**src/hdl/rvt_pkg.sv**
```systemverilog
// Shared constants for the eased value tween: widths, fixed-point format,
// retarget threshold. Used by the divider, the multiply unit and the top level.
package rvt_pkg;

    localparam int FRAC_BITS = 16;

    localparam int KEY_W  = 64;
    localparam int VAL_W  = 32;
    localparam int DUR_W  = 16;
    localparam int TIME_W = 32;
    localparam int DIFF_W = VAL_W + 1;
    localparam int EASE_W = FRAC_BITS + 1;
    localparam int MULB_W = EASE_W + 1;
    localparam int CNT_W  = $clog2(FRAC_BITS + 1);
    localparam int IN_W   = KEY_W + VAL_W + DUR_W + TIME_W;

    localparam logic [EASE_W-1:0]    ONE_FX  = {1'b1, {FRAC_BITS{1'b0}}};
    localparam logic [FRAC_BITS-1:0] HALF_FX = {1'b1, {(FRAC_BITS - 1){1'b0}}};
    localparam logic [EASE_W:0]      TWO_FX  = {1'b1, {(FRAC_BITS + 1){1'b0}}};

    // 0.001 rounded to nearest in the fixed-point format
    localparam int THRESH_INT = ((1 << FRAC_BITS) + 500) / 1000;
    localparam logic signed [DIFF_W-1:0] THRESH_FX     = DIFF_W'(THRESH_INT);
    localparam logic signed [DIFF_W-1:0] NEG_THRESH_FX = -DIFF_W'(THRESH_INT);

endpackage

```
**src/hdl/retargetable_eased_value_tween.sv**
```systemverilog
// Top level of the retargetable eased value tween: request sequencer, held
// animation state, output register. Depends on rvt_pkg, rvt_div and rvt_mul.
//
//  channel  | direction | handshake              | payload
//  ---------+-----------+------------------------+------------------------------------
//  s_       | in        | s_tvalid / s_tready    | s_tdata: key, target, duration, now
//  m_       | out       | m_tvalid / m_tready    | m_tdata: current_value
//  cfg_     | in        | cfg_valid / cfg_ready  | cfg_data: reduced_motion
//
// One request at a time. A snap (reduced motion, first request, new key) goes from
// EVAL to OUT; a finished or zero-length animation via RANGE and FINISH; a
// running one also via the bit-serial progress divider, SQR, CUBE, EASE,
// BLEND and SUM. s_tready returns at the same edge that loads the result. A
// result waiting on m_tready does not block the next request; only a second
// waits. Synchronous active-low reset clears FSM, mode, animation, m_tvalid.
module retargetable_eased_value_tween (
    input  logic                          aclk,
    input  logic                          aresetn,
    // lowest bit up: context_key[63:0], target_value[95:64],
    // duration[111:96], now_time[143:112]
    input  logic [rvt_pkg::IN_W-1:0]      s_tdata,
    input  logic                          s_tvalid,
    output logic                          s_tready,
    // lowest bit up: current_value[31:0]
    output logic [rvt_pkg::VAL_W-1:0]     m_tdata,
    output logic                          m_tvalid,
    input  logic                          m_tready,
    input  logic                          cfg_valid,
    output logic                          cfg_ready,
    input  logic                          cfg_data
);

    typedef enum logic [10:0] {
        ST_IDLE   = 11'b000_0000_0001,
        ST_EVAL   = 11'b000_0000_0010,
        ST_RANGE  = 11'b000_0000_0100,
        ST_DIV    = 11'b000_0000_1000,
        ST_SQR    = 11'b000_0001_0000,
        ST_CUBE   = 11'b000_0010_0000,
        ST_EASE   = 11'b000_0100_0000,
        ST_BLEND  = 11'b000_1000_0000,
        ST_SUM    = 11'b001_0000_0000,
        ST_FINISH = 11'b010_0000_0000,
        ST_OUT    = 11'b100_0000_0000
    } state_t;

    state_t state_reg, state_next;

    // configuration
    logic rm_reg, rm_next;

    // held animation state
    logic                                started_reg, started_next;
    logic [rvt_pkg::KEY_W-1:0]           ctx_reg, ctx_next;
    logic [rvt_pkg::TIME_W-1:0]          t0_reg, t0_next;
    logic [rvt_pkg::DUR_W-1:0]           dur_reg, dur_next;
    logic signed [rvt_pkg::VAL_W-1:0]    from_reg, from_next;
    logic signed [rvt_pkg::VAL_W-1:0]    goal_reg, goal_next;

    // latched request
    logic [rvt_pkg::KEY_W-1:0]           rq_key_reg, rq_key_next;
    logic signed [rvt_pkg::VAL_W-1:0]    rq_tgt_reg, rq_tgt_next;
    logic [rvt_pkg::DUR_W-1:0]           rq_dur_reg, rq_dur_next;
    logic [rvt_pkg::TIME_W-1:0]          rq_now_reg, rq_now_next;

    // working values
    logic                                retgt_reg, retgt_next;
    logic [rvt_pkg::TIME_W-1:0]          elap_reg, elap_next;
    logic [rvt_pkg::EASE_W-1:0]          x_reg, x_next;
    logic                                upper_reg, upper_next;
    logic [rvt_pkg::EASE_W-1:0]          eased_reg, eased_next;
    logic signed [rvt_pkg::VAL_W-1:0]    val_reg, val_next;

    // output register
    logic [rvt_pkg::VAL_W-1:0]           out_reg, out_next;
    logic                                ovld_reg, ovld_next;

    // shared units
    logic                                div_start;
    logic [rvt_pkg::FRAC_BITS-1:0]       div_quot;
    logic                                div_done;
    logic signed [rvt_pkg::DIFF_W-1:0]   mul_a;
    logic signed [rvt_pkg::MULB_W-1:0]   mul_b;
    logic signed [rvt_pkg::DIFF_W-1:0]   mul_p;

    // combinational helpers
    logic                                accept;
    logic                                snap;
    logic signed [rvt_pkg::DIFF_W-1:0]   tgt_diff;
    logic signed [rvt_pkg::DIFF_W-1:0]   span;
    logic [rvt_pkg::EASE_W:0]            mirror;
    logic signed [rvt_pkg::DIFF_W-1:0]   blend_sum;
    logic [rvt_pkg::EASE_W-1:0]          half_q3;

    rvt_div u_div (
        .aclk     (aclk),
        .aresetn  (aresetn),
        .start    (div_start),
        .dividend (elap_reg[rvt_pkg::DUR_W-1:0]),
        .divisor  (dur_reg),
        .quot     (div_quot),
        .done     (div_done)
    );

    rvt_mul u_mul (
        .aclk (aclk),
        .op_a (mul_a),
        .op_b (mul_b),
        .prod (mul_p)
    );

    assign s_tready  = (state_reg == ST_IDLE);
    assign cfg_ready = 1'b1;
    assign accept    = s_tvalid && s_tready;

    assign snap      = rm_reg || !started_reg || (rq_key_reg != ctx_reg);
    assign tgt_diff  = rvt_pkg::DIFF_W'(goal_reg) - rvt_pkg::DIFF_W'(rq_tgt_reg);
    assign span      = rvt_pkg::DIFF_W'(goal_reg) - rvt_pkg::DIFF_W'(from_reg);
    // progress reflected about 1 for the second half of the curve: 2 - 2p
    assign mirror    = rvt_pkg::TWO_FX - {1'b0, div_quot, 1'b0};
    assign blend_sum = rvt_pkg::DIFF_W'(from_reg) + mul_p;
    assign half_q3   = mul_p[rvt_pkg::EASE_W:1];

    // feed the shared multiplier from the current step
    always_comb begin
        mul_a = '0;
        mul_b = '0;
        case (state_reg)
            ST_SQR: begin
                mul_a = rvt_pkg::DIFF_W'(x_reg);
                mul_b = {1'b0, x_reg};
            end
            ST_CUBE: begin
                mul_a = mul_p;
                mul_b = {1'b0, x_reg};
            end
            ST_BLEND: begin
                mul_a = span;
                mul_b = {1'b0, eased_reg};
            end
            default: begin
                mul_a = '0;
                mul_b = '0;
            end
        endcase
    end

    always_comb begin
        state_next   = state_reg;
        rm_next      = cfg_valid ? cfg_data : rm_reg;
        started_next = started_reg;
        ctx_next     = ctx_reg;
        t0_next      = t0_reg;
        dur_next     = dur_reg;
        from_next    = from_reg;
        goal_next    = goal_reg;
        rq_key_next  = rq_key_reg;
        rq_tgt_next  = rq_tgt_reg;
        rq_dur_next  = rq_dur_reg;
        rq_now_next  = rq_now_reg;
        retgt_next   = retgt_reg;
        elap_next    = elap_reg;
        x_next       = x_reg;
        upper_next   = upper_reg;
        eased_next   = eased_reg;
        val_next     = val_reg;
        out_next     = out_reg;
        ovld_next    = ovld_reg && !m_tready;
        div_start    = 1'b0;

        case (state_reg)
            ST_IDLE: begin
                if (accept) begin
                    rq_key_next = s_tdata[rvt_pkg::KEY_W-1:0];
                    rq_tgt_next = s_tdata[rvt_pkg::KEY_W +: rvt_pkg::VAL_W];
                    rq_dur_next = s_tdata[rvt_pkg::KEY_W + rvt_pkg::VAL_W +: rvt_pkg::DUR_W];
                    rq_now_next = s_tdata[rvt_pkg::IN_W-1 -: rvt_pkg::TIME_W];
                    state_next  = ST_EVAL;
                end
            end
            ST_EVAL: begin
                if (snap) begin
                    // jump straight to the target and restart the animation there
                    started_next = 1'b1;
                    ctx_next     = rq_key_reg;
                    t0_next      = rq_now_reg;
                    dur_next     = rm_reg ? '0 : rq_dur_reg;
                    from_next    = rq_tgt_reg;
                    goal_next    = rq_tgt_reg;
                    val_next     = rq_tgt_reg;
                    state_next   = ST_OUT;
                end else begin
                    retgt_next = (tgt_diff > rvt_pkg::THRESH_FX) ||
                                 (tgt_diff < rvt_pkg::NEG_THRESH_FX);
                    elap_next  = (rq_now_reg > t0_reg) ? (rq_now_reg - t0_reg) : '0;
                    state_next = ST_RANGE;
                end
            end
            ST_RANGE: begin
                // zero length or time past the end: hold at the goal
                if ((dur_reg == '0) ||
                    (elap_reg >= rvt_pkg::TIME_W'(dur_reg))) begin
                    val_next   = goal_reg;
                    state_next = ST_FINISH;
                end else begin
                    div_start  = 1'b1;
                    state_next = ST_DIV;
                end
            end
            ST_DIV: begin
                if (div_done) begin
                    upper_next = (div_quot >= rvt_pkg::HALF_FX);
                    x_next     = (div_quot >= rvt_pkg::HALF_FX) ?
                                 mirror[rvt_pkg::EASE_W-1:0] :
                                 {1'b0, div_quot};
                    state_next = ST_SQR;
                end
            end
            ST_SQR: begin
                state_next = ST_CUBE;
            end
            ST_CUBE: begin
                state_next = ST_EASE;
            end
            ST_EASE: begin
                // ease-in half: 4 t^3; ease-out half: 1 - q^3 / 2
                eased_next = upper_reg ? (rvt_pkg::ONE_FX - half_q3) :
                             {mul_p[rvt_pkg::EASE_W-3:0], 2'b00};
                state_next = ST_BLEND;
            end
            ST_BLEND: begin
                state_next = ST_SUM;
            end
            ST_SUM: begin
                val_next   = blend_sum[rvt_pkg::VAL_W-1:0];
                state_next = ST_FINISH;
            end
            ST_FINISH: begin
                // retarget: restart from the value shown now toward the new goal
                if (retgt_reg) begin
                    from_next = val_reg;
                    goal_next = rq_tgt_reg;
                    t0_next   = rq_now_reg;
                    dur_next  = rq_dur_reg;
                    if (rq_dur_reg == '0) begin
                        val_next = rq_tgt_reg;
                    end
                end
                state_next = ST_OUT;
            end
            ST_OUT: begin
                if (!ovld_reg || m_tready) begin
                    out_next   = val_reg;
                    ovld_next  = 1'b1;
                    state_next = ST_IDLE;
                end
            end
            default: begin
                state_next = ST_IDLE;
            end
        endcase
    end

    always_ff @(posedge aclk) begin
        if (!aresetn) begin
            state_reg   <= ST_IDLE;
            rm_reg      <= 1'b0;
            started_reg <= 1'b0;
            ctx_reg     <= '0;
            t0_reg      <= '0;
            dur_reg     <= '0;
            from_reg    <= '0;
            goal_reg    <= '0;
            ovld_reg    <= 1'b0;
        end else begin
            state_reg   <= state_next;
            rm_reg      <= rm_next;
            started_reg <= started_next;
            ctx_reg     <= ctx_next;
            t0_reg      <= t0_next;
            dur_reg     <= dur_next;
            from_reg    <= from_next;
            goal_reg    <= goal_next;
            ovld_reg    <= ovld_next;
        end
        rq_key_reg <= rq_key_next;
        rq_tgt_reg <= rq_tgt_next;
        rq_dur_reg <= rq_dur_next;
        rq_now_reg <= rq_now_next;
        retgt_reg  <= retgt_next;
        elap_reg   <= elap_next;
        x_reg      <= x_next;
        upper_reg  <= upper_next;
        eased_reg  <= eased_next;
        val_reg    <= val_next;
        out_reg    <= out_next;
    end

    assign m_tdata  = out_reg;
    assign m_tvalid = ovld_reg;

endmodule

```
**src/hdl/rvt_div.sv**
```systemverilog
// Bit-serial restoring divider: floor(dividend * 2^FRAC_BITS / divisor), one
// quotient bit per cycle. Requires dividend < divisor. Depends on rvt_pkg.
module rvt_div (
    input  logic                                aclk,
    input  logic                                aresetn,
    input  logic                                start,
    input  logic [rvt_pkg::DUR_W-1:0]           dividend,
    input  logic [rvt_pkg::DUR_W-1:0]           divisor,
    output logic [rvt_pkg::FRAC_BITS-1:0]       quot,
    output logic                                done
);

    logic [rvt_pkg::DUR_W-1:0]     rem_reg, rem_next;
    logic [rvt_pkg::DUR_W-1:0]     dvs_reg, dvs_next;
    logic [rvt_pkg::FRAC_BITS-1:0] quot_reg, quot_next;
    logic [rvt_pkg::CNT_W-1:0]     cnt_reg, cnt_next;
    logic                          busy_reg, busy_next;
    logic                          done_reg, done_next;
    logic [rvt_pkg::DUR_W:0]       rem_dbl;
    logic [rvt_pkg::DUR_W:0]       rem_sub;
    logic                          fits;

    assign rem_dbl = {rem_reg, 1'b0};
    assign rem_sub = rem_dbl - {1'b0, dvs_reg};
    assign fits    = rem_dbl >= {1'b0, dvs_reg};

    always_comb begin
        rem_next  = rem_reg;
        dvs_next  = dvs_reg;
        quot_next = quot_reg;
        cnt_next  = cnt_reg;
        busy_next = busy_reg;
        done_next = 1'b0;
        if (start) begin
            rem_next  = dividend;
            dvs_next  = divisor;
            quot_next = '0;
            cnt_next  = rvt_pkg::CNT_W'(rvt_pkg::FRAC_BITS);
            busy_next = 1'b1;
        end else if (busy_reg) begin
            rem_next  = fits ? rem_sub[rvt_pkg::DUR_W-1:0] : rem_dbl[rvt_pkg::DUR_W-1:0];
            quot_next = {quot_reg[rvt_pkg::FRAC_BITS-2:0], fits};
            cnt_next  = cnt_reg - 1'b1;
            if (cnt_reg == rvt_pkg::CNT_W'(1)) begin
                busy_next = 1'b0;
                done_next = 1'b1;
            end
        end
    end

    always_ff @(posedge aclk) begin
        if (!aresetn) begin
            busy_reg <= 1'b0;
            done_reg <= 1'b0;
            cnt_reg  <= '0;
        end else begin
            busy_reg <= busy_next;
            done_reg <= done_next;
            cnt_reg  <= cnt_next;
        end
        rem_reg  <= rem_next;
        dvs_reg  <= dvs_next;
        quot_reg <= quot_next;
    end

    assign quot = quot_reg;
    assign done = done_reg;

endmodule

```
**src/hdl/rvt_mul.sv**
```systemverilog
// Shared signed multiply and fixed-point rescale: floor(a * b / 2^FRAC_BITS),
// registered. Used for squaring, cubing and the final blend. Depends on rvt_pkg.
module rvt_mul (
    input  logic                                  aclk,
    input  logic signed [rvt_pkg::DIFF_W-1:0]     op_a,
    input  logic signed [rvt_pkg::MULB_W-1:0]     op_b,
    output logic signed [rvt_pkg::DIFF_W-1:0]     prod
);

    localparam int PROD_W = rvt_pkg::DIFF_W + rvt_pkg::MULB_W;

    logic signed [PROD_W-1:0]         full;
    logic signed [PROD_W-1:0]         scaled;
    logic signed [rvt_pkg::DIFF_W-1:0] prod_reg, prod_next;

    // arithmetic shift gives floor for negative products too
    assign full      = PROD_W'(op_a) * PROD_W'(op_b);
    assign scaled    = full >>> rvt_pkg::FRAC_BITS;
    assign prod_next = scaled[rvt_pkg::DIFF_W-1:0];

    always_ff @(posedge aclk) begin
        prod_reg <= prod_next;
    end

    assign prod = prod_reg;

endmodule

```
**config.mk**
```make
export PLATFORM = sky130hd
export DESIGN_NAME = retargetable_eased_value_tween
export DESIGN_NICKNAME = d
export VERILOG_FILES = /design/src/hdl/rvt_pkg.sv /design/src/hdl/retargetable_eased_value_tween.sv /design/src/hdl/rvt_div.sv /design/src/hdl/rvt_mul.sv
export SDC_FILE = /design/constraint.sdc
export NUM_CORES = 2
export LEC_CHECK = 0
export BUFFER_PORTS_ARGS = -buffer_cell sky130_fd_sc_hd__clkbuf_2
export CAP_MARGIN = 40
export CORE_UTILIZATION = 64
export DETAILED_ROUTE_END_ITERATION = 7
export PLACE_DENSITY = 0.86
export SETUP_SLACK_MARGIN = 0.05
export SLEW_MARGIN = 10
export SYNTH_ARGS = -nofsm -noshare
export SYNTH_HDL_FRONTEND = slang
export SYNTH_HIERARCHICAL = 1
export SYNTH_SLANG_ARGS = --single-unit
```
**constraint.sdc**
```tcl
create_clock -name aclk -period 9.2 [get_ports aclk]
set_input_delay 0 -clock aclk [delete_from_list [all_inputs] [get_ports aclk]]
set_output_delay 0 -clock aclk [all_outputs]
set_load 0.02 [all_outputs]
```
==> results.cfg <==
[run_status]
status = complete, no violations

[final_layout]
layout-drive-gt1-share_pct = 8.450
layout_commonest_cell = inv_1
regArea_sq_um = 14170
fin_area_sq_um = 54620
area_growth_pct = 11.29
fillers = 5194
multi_input_area_sq_um = 31120
nNetsFinal = 6460
final_cell_mix = inv_1, nand2_1, fa_1
utilization_pct = 71.91

[clock_network]
cts.sinks = 554
cts_htree_levels = 2
cts_tree = yes
clk_latency_ps = 630
ctsRootBufferMaster = clkbuf_16
cts.path.max_buffers = 3
clkTransAtPathRegs_ps = 70
post_cts_buffers = 0
numCtsBuffers = 51

[pwr]
swShare_pct = 30.88
leakagePower_uw = 0.02354
internal-power_uw = 4644
switchingPower_uw = 2074
ir_drop_mv = 0.1807
pwr-share-comb_pct = 23.6
clock_power_share_pct = 32.4
powerDensity_nw_per_um2 = 123.0
power_frac_seq_pct = 44.0

[global_route]
grt_antenna_before_repair = 3
grt_pass1_vias = 40600
grt_max_degree = 104
grt_usage_pct = 34.43
grt_pass1_wl_mm = 213.4
grt-ovfl-total = 0

[synthesis]
synth_area_sq_um = 49080
synthAdderAreaFrac_pct = 29.89
synth-edff-count = 308
syn_avg_cell_area_sq_um = 9.412
synth_top_family_by_area = adder cells
postSynthCellCount = 5214
yosys_warnings = 6
async_reset_ff_share_pct = 0
synthXorXnorAreaFrac_pct = 4.248
ys_types = 103
synth_top_flop_cell = edfxtp_1
synth_simple_gate_area_share_pct = 15.68
ys_seq_elements = 554
synth_compound_area_share_pct = 10.71
seq_area_frac_synth_pct = 28.88
muxShareOfSynthArea_pct = 2.527

[timing]
relSlewSlack_pct = 38.27
rsz0062_at_grt = no
tightest_slew_ps = 926.0
fin_crit_sh_pct = 94.47
final_max_slew_viol_count = 0
setup_tns_ps = 0
fin_crit_ps = 8691
worst_hold_slack_ps = 76.24
hold_viol_final = 0
max_freq_ghz = 0.1151
setup_viol = 0
skew_ps = 26.60

[min_path]
holdPathStages = 2
min_to = rq_now_reg[25]
worstHoldStart = s_tdata[137]
hp-class = in -> reg

[floorplanning]
die_h_um = 278.9
die_area_sq_um = 77790
initial_core_util_pct = 64.62
rows = 101
ios = 185
fp.coreArea_sq_um = 75950
die_x_um = 278.9

[critical_path]
rrSetupSlack_ps = 510
path_class = reg -> reg
cp.depth = 36
r2r_cells = 36
critPathLaunchType = flip-flop
critPathSlowestCell = fa_1
max_stage_delay_ps = 550
critPathMaxFanout = 18
r2r_end = u_mul/prod[25]
worstSetupEndpointType = flip-flop
cp.arrival_ps = 9230
rr_startpoint = goal_reg[0]
path_buf_inv = 7
cp_top_family = adder cells
required_ps = 9740
critical-path-top-cell-by-count = fa_1

[place]
port_buffers = 183
hpwl_mm = 93.54
dpl-instance-area_sq_um = 51340
place_congestion = 0.9380

[drt]
vias_per_cell = 5.976
vias = 39140
wl_met1_mm = 50.35
final_antenna_net_count = 0
met2_length_mm = 63.18
top_layer = met4
drc = 0
wl_mm = 131.6
drtIter0Drc = 4000
first_pass_iters = 8
routedWlPerCell_um = 20.10
wl_met3_mm = 12.92

[run]
cap_violations = 0
[metrics by stage]
| stage | worst slack, ps | cells | power [uW] |
|---|---|---|---|
| after floorplan | 888.4 | 5218 | 4063 |
| after global placement | 564.4 | 6288 | 4387 |
| after detailed placement | 381.1 | 6298 | 4438 |
| after CTS | 319.0 | 6544 | 6613 |
| after global routing | 64.17 | 6547 | 6973 |
| final | 508.9 | 6549 | 6719 |
[worst register-to-register path, delay by kind of cell (launching register included)]
| kind | cells | cell delay (ps) |
|---|---|---|
| DFF | 1 | 320 |
| buffers and inverters | 7 | 550 |
| adders and majority gates | 9 | 3860 |
| xor gates and xnor gates | 2 | 310 |
| AOI/OAI and AO/OA | 13 | 2790 |
| and+or+nand+nor | 5 | 800 |
[power by group through the flow]
stage,Combinational (uW),Clock [uW],Sequential [uW]
floorplan,1110,0,2950
global placement,1400,0,2990
detailed placement,1440,0,3000
CTS,1510,2160,2940
global route,1740,2270,2970
finish,1590,2180,2960
[layer usage]
metal	track usage [%]	up-vias
met4	13.33	0
met5	0	-
met1	44.24	19030
met2	57.40	2145
met3	7.004	418
li1	-	17550
[area by class of cell]
cell class / count / area share, %
clock inverters: 30 / 0.5681
diodes: 4 / 0.01833
well taps: 1030 / 2.360
repair buffers: 428 / 6.002
inverters: 819 / 5.638
clock buffers: 65 / 2.488
multi-input cells: 3619 / 56.97
flip-flops and latches: 554 / 25.95
[cells in the mapped netlist, types with 20 or more instances]
| cell | count | area [sq um] |
|---|---|---|
| mux2i_1 | 89 | 890.9 |
| a22oi_1 | 45 | 337.8 |
| o21a_1 | 23 | 172.7 |
| mux2_2 | 27 | 304.0 |
| clkbuf_1 | 211 | 792.0 |
| edfxtp_1 | 308 | 9249 |
| xnor2_1 | 141 | 1235 |
| o21bai_1 | 20 | 150.1 |
| nand2_1 | 676 | 2537 |
| nor4_1 | 43 | 269.0 |
| and2_1 | 242 | 1514 |
| nor2b_1 | 35 | 219.0 |
| a211oi_1 | 23 | 172.7 |
| nand2b_1 | 42 | 262.8 |
| nand4_1 | 35 | 219.0 |
| xor2_1 | 97 | 849.6 |
| a21oi_1 | 250 | 1251 |
| ha_1 | 278 | 3478 |
| inv_1 | 817 | 3067 |
| dfxtp_1 | 246 | 4925 |
| nand3_1 | 66 | 330.3 |
| nor2_1 | 313 | 1175 |
| nor3_1 | 60 | 300.3 |
| o21ai_0 | 135 | 675.7 |
| a311oi_1 | 34 | 297.8 |
| a21o_1 | 67 | 503.0 |
| fa_1 | 559 | 11190 |
| a31oi_1 | 20 | 125.1 |
| and3_1 | 20 | 125.1 |
[cells by family (layout without fill, tap and decap cells)]
family                     count (synthesis)  count (layout)
buffers and inverters                   1045            1342
and+or+nand+nor                         1627            1627
adders and majority gates                837             837
other                                      2              10
AOI/OAI and AO/OA                        792             792
muxes                                    119             119
xor gates and xnor gates                 238             238
DFF                                      554             554
[how the worst max path moves through the flow]
stage	slack [ps]	start	end
after floorplan	890	from_reg[6]	u_mul/prod[25]
final	510	goal_reg[0]	u_mul/prod[25]
after detailed placement	380	from_reg[9]	u_mul/prod[28]
after global placement	560	from_reg[9]	u_mul/prod[28]
after CTS	320	from_reg[6]	u_mul/prod[28]
after global routing	60	goal_reg[0]	u_mul/prod[28]
[repair_timing]
action                                  CTS  global route
gates resized for setup                   0            11
hold buffers                            151             0
hold endpoints to repair                168             0
endpoints found under the setup margin    0            14
(Power assumes the default switching activity.)
